`src/rtl/cpt_pkg.sv`:
```
`timescale 1ns / 1ps
`default_nettype none
// ----------------------------------------------------------------------------
// cpt_pkg
// Shared constants for the carbon pool transformation step core.
// ----------------------------------------------------------------------------
package cpt_pkg;

	localparam int MASS_WIDTH_DEF = 48;
	localparam int RADIUS_W       = 24;
	localparam int RATE_W         = 32;
	localparam int SPLIT_W        = 17;
	localparam int KHALF_W        = 56;
	localparam int DT_W           = 40;
	localparam int CFG_DATA_W     = 56;
	localparam int CFG_IDX_W      = 3;

	// 4/3*pi in Q3.32
	localparam int VOL_C_W = 35;
	localparam logic [VOL_C_W-1:0] VOL_CONST = 35'd17990716939;

	localparam logic [SPLIT_W-1:0] SPLIT_ONE = 17'd65536;

	// divider: 80-bit denominator, quotient never above 2^48
	localparam int DEN_W = 80;
	localparam int Q_W   = 49;

	// latency of the partial-product multiplier
	localparam int MUL_LAT = 3;

	// register indexes
	localparam logic [CFG_IDX_W-1:0] REG_UPTAKE = 3'd0;
	localparam logic [CFG_IDX_W-1:0] REG_DEATH  = 3'd1;
	localparam logic [CFG_IDX_W-1:0] REG_RESP   = 3'd2;
	localparam logic [CFG_IDX_W-1:0] REG_SPLIT  = 3'd3;
	localparam logic [CFG_IDX_W-1:0] REG_FRESH  = 3'd4;
	localparam logic [CFG_IDX_W-1:0] REG_SLOW   = 3'd5;
	localparam logic [CFG_IDX_W-1:0] REG_KHALF  = 3'd6;
	localparam logic [CFG_IDX_W-1:0] REG_DT     = 3'd7;

endpackage

`default_nettype wire

```
`src/rtl/cpt_mul.sv`:
```
`timescale 1ns / 1ps
`default_nettype none
// ----------------------------------------------------------------------------
// cpt_mul
// Unsigned multiplier built from 32x32 partial products, three stages.
// ----------------------------------------------------------------------------
module cpt_mul
	import cpt_pkg::*;
#(
	parameter int AW = 32,
	parameter int BW = 32
)(
	input  wire logic             clk,
	input  wire logic             en,
	input  wire logic [AW-1:0]    a,
	input  wire logic [BW-1:0]    b,
	output logic      [AW+BW-1:0] p
);

	localparam int NA = (AW + 31) / 32;
	localparam int NB = (BW + 31) / 32;
	localparam int RW = 32 * NB + 32;
	localparam int PW = 32 * NA + 32 * NB;

	logic [32*NA-1:0] ax;
	logic [32*NB-1:0] bx;
	logic [63:0]      pp_s1 [NA][NB];
	logic [RW-1:0]    row_c [NA];
	logic [RW-1:0]    row_s2 [NA];
	logic [PW-1:0]    sum_c;
	logic [PW-1:0]    sum_s3;

	assign ax = (32*NA)'(a);
	assign bx = (32*NB)'(b);

	always_ff @(posedge clk) begin
		if (en) begin
			for (int i = 0; i < NA; i++)
				for (int j = 0; j < NB; j++)
					pp_s1[i][j] <= 64'(ax[32*i +: 32]) * 64'(bx[32*j +: 32]);
		end
	end

	always_comb begin
		for (int i = 0; i < NA; i++) begin
			row_c[i] = '0;
			for (int j = 0; j < NB; j++)
				row_c[i] = row_c[i] + (RW'(pp_s1[i][j]) << (32 * j));
		end
	end

	always_ff @(posedge clk) begin
		if (en) begin
			for (int i = 0; i < NA; i++)
				row_s2[i] <= row_c[i];
		end
	end

	always_comb begin
		sum_c = '0;
		for (int i = 0; i < NA; i++)
			sum_c = sum_c + (PW'(row_s2[i]) << (32 * i));
	end

	always_ff @(posedge clk) begin
		if (en) begin
			sum_s3 <= sum_c;
		end
	end

	assign p = sum_s3[AW+BW-1:0];

endmodule

`default_nettype wire

```
`config.mk`:
```
export PLATFORM = sky130hd
export DESIGN_NAME = cpt_mul
export DESIGN_NICKNAME = d
export VERILOG_FILES = /design/src/rtl/cpt_pkg.sv /design/src/rtl/cpt_mul.sv
export SDC_FILE = /design/constraint.sdc
export NUM_CORES = 2
export LEC_CHECK = 0
export ABC_CLOCK_PERIOD_IN_PS = 19000
export BUFFER_PORTS_ARGS = -buffer_cell sky130_fd_sc_hd__buf_4
export CORE_ASPECT_RATIO = 1.5
export CORE_MARGIN = 8
export CORE_UTILIZATION = 55
export CTS_CLUSTER_DIAMETER = 200
export DETAILED_ROUTE_END_ITERATION = 6
export GPL_TIMING_DRIVEN = 0
export PLACE_DENSITY_LB_ADDON = 0.05
export SYNTH_ARGS = -nofsm -noshare
export SYNTH_HDL_FRONTEND = slang
export SYNTH_SLANG_ARGS = --single-unit
```
`constraint.sdc`:
```
create_clock -name clk -period 19 [get_ports clk]
set_clock_uncertainty 0.1 [all_clocks]
set_input_delay 0.95 -clock clk [delete_from_list [all_inputs] [get_ports clk]]
set_output_delay 0.95 -clock clk [all_outputs]
set_load 0.1 [all_outputs]
```
==> results.tsv <==
stage	metric	value	unit
logic_synthesis	EDFF count, synth	192	
timing	Max Freq	103.1	MHz
timing	Hold WS	312.6	ps
cts	clk root buf	clkbuf_16	
global_routing	initial antenna violation count	14	
timing	worst-margin pin slew	1340	ps
worst_setup_path	crit path launch	a[14]	
cells_and_area	commonest cells after routing, fill and taps aside	896 x fa_1, 862 x inv_1, 601 x and2_1	
logic_synthesis	dominant synthesized flop cell	edfxtp_1	
logic_synthesis	mean post-synth cell area	10.07	sq um
floorplanning	Starting Density	55.60	%
drt	DR top layer	met5	
logic_synthesis	flops & latches, synth	192	
worst_setup_path	WP data required	19070	ps
placed_design	placed insts	4916	
cells_and_area	fraction of layout cells with a size suffix above 1	4.628	%
drt	routed wl met3	9.560	mm
floorplanning	total core area	0.07028	sq mm
cells_and_area	Syn-to-layout area delta	7.057	%
cts	TritonCTS clock tree	built	
cts	post-CTS sizing	0	
logic_synthesis	synthesized area	0.03908	sq mm
global_routing	pin count of the biggest net entering global routing	135	
worst_setup_path	CP Data Arrival Time	9770	ps
drt	Vias	28614	
cells_and_area	commonest non-fill, non-tap cell in the layout	fa_1	
timing	fin. max-slew vios	0	
global_routing	vias in the first global route	30968	
global_routing	gr usage total	36.72	%
worst_setup_path	Worst setup SP type	primary input	
timing	Setup TNS	0	ps
cts	CTS clock-pin slew for the worst setup and hold paths	70	ps
drt	Met2 Wirelength	69.21	mm
cts	CTS max path bufs	2	
worst_setup_path	CP Class	in2reg	
timing	RSZ-0062 raised after global routing	false	
worst_setup_path	CP dominant cell by count	fa_1	
timing	min Tclk post-route	9699	ps
timing	final setup fails	0	
worst_setup_path	CP top delay family	adder cells	
timing	Final Hold Fails	0	
cts	postcts setup bufs	0	
worst_setup_path	FF-to-FF Start	row_s2[0][29]$_DFFE_PP_	
cts	clk_lat worst skew	440	ps
run	max cap viols	0	
cells_and_area	number of fill cells	6353	
floorplanning	io pins	130	
worst_hold_path	Worst Hold Launch	row_s2[0][32]$_DFFE_PP_	
logic_synthesis	sequential-to-total area share from yosys stat	14.75	%
cells_and_area	Reg area	0.005766	sq mm
drt	Starting DRT DRC Count	2266	
timing	Slew headroom	10.68	%
global_routing	first-pass GRT wire length	205.1	mm
global_routing	Congestion Overflow GR	0	
placed_design	input/output buffers	129	
drt	drt total wl	142.7	mm
status	status	finished clean	
drt	Routed WL per cell	28.76	um
drt	drt drc	0	
cts	CTS sink count	192	
cts	Num CTS Buffers	17	
floorplanning	DIE WIDTH	233.6	um
worst_setup_path	worst path bufs/invs	5	
placed_design	Detailed Place HPWL	118.7	mm
placed_design	Final GP Congestion	1.029	
logic_synthesis	post-synth cell types	56	
cells_and_area	final non-filler cell total	4961	
floorplanning	Die Span Y	342.5	um
floorplanning	DIE AREA	0.08001	sq mm
drt	Post-Route M1 WL	45.15	mm
worst_setup_path	crit path capture type	register	
drt	vias per std cell	5.768	
cells_and_area	Multi-input gate area	0.02921	sq mm
floorplanning	cell row count	119	
worst_hold_path	Worst Hold Class	reg2reg	
logic_synthesis	Yosys Warn Count	0	
logic_synthesis	asr flop ratio synth	0	%
worst_setup_path	Slowest Stage Delay on Critical Path	750	ps
logic_synthesis	cells after synthesis	3879	
logic_synthesis	Syn Nets	5104	
drt	antenna-violating nets left	0	
worst_setup_path	worst-path maximum fanout	10	
worst_setup_path	critical path's slowest cell	clkbuf_1	
cts	H-tree levels	4	
cts	# hold bufs at CTS	0	
drt	drt first pass iters	6	
timing	period utilization	51.05	%
cells_and_area	nets@finish	5253	
-- routing by layer --
metal	GRT usage (%)	vias up
met2	61.42	1454
met3	5.194	628
met5	0	-
met1	38.79	14789
li1	-	11741
met4	36.48	2
-- worst paths after layout --
check | endpoint | slack [ps] | cells past startpoint
max | pp_s1[0][62]$_DFFE_PP_ | 9300 | 25
min | p[32]$_DFFE_PP_ | 310 | 0
max reg2reg | p[29]$_DFFE_PP_ | 18250 | 0
min reg2reg | p[32]$_DFFE_PP_ | 310 | 0
-- kinds of logic (layout without fill, tap and decap cells) --
logic type               Yosys count  after routing  share of synthesized area [%]
AND/OR/NAND/NOR                 1173           1173                          15.56
XOR/XNOR                          63             63                          1.412
AO/OA/AOI/OAI                    206            206                          3.458
flip-flops                       192            192                          14.75
other                              0             13                              0
buffers and inverters           1086           1248                          10.49
adder cells (fa/ha/maj)         1159           1159                          54.32
-- cell usage after synthesis, types with 3 or more instances --
cell type / n / area share (%)
fa_1: 896 / 46
inv_1: 862 / 8.3
and2_1: 601 / 9.6
nand2_1: 468 / 4.5
ha_1: 263 / 8.4
clkbuf_1: 211 / 2.0
edfxtp_1: 192 / 15
a21oi_1: 73 / 0.93
xnor2_1: 37 / 0.83
a21o_1: 32 / 0.61
nor2_1: 31 / 0.30
o21ai_0: 30 / 0.38
xor2_1: 26 / 0.58
nand4_1: 24 / 0.38
nand3_1: 16 / 0.20
o21bai_1: 14 / 0.27
o21ai_1: 10 / 0.13
a31oi_1: 9 / 0.14
and3_1: 9 / 0.14
buf_2: 8 / 0.10
nor2b_1: 7 / 0.11
nor3_1: 6 / 0.077
o21a_1: 5 / 0.096
a21boi_0: 4 / 0.077
a41oi_1: 3 / 0.067
buf_4: 3 / 0.058
nand2b_1: 3 / 0.048
-- final cells by class --
type	instances	area share [%]
multi-input combinational	2601	69.82
clock buffer	17	1.017
antenna	13	0.07776
clock inverter	15	0.3858
timing repair buffer	130	2.399
inverter	862	7.734
sequential	192	13.78
tap	907	2.713
buffer	224	2.067
-- state kept, by name, indices dropped and copies added, names as in the netlist --
| name | flops |
|---|---|
| pp_s1 | 64 |
| p | 64 |
| row_s2 | 64 |
-- stage by stage --
| stage | utilization (%) | instance area (sq um) | setup WS [ps] |
|---|---|---|---|
| CTS | 59.48 | 41800 | 9613 |
| floorplan | - | 39080 | 11000 |
| global route | 59.49 | 41810 | 9001 |
| finish | 59.53 | 41830 | 9301 |
| global placement | 58.60 | 41180 | 9177 |
| detailed placement | 58.65 | 41210 | 9143 |
Power is not shown: default switching activity piles up to over one toggle a cycle in this logic, so the estimate is an artifact.
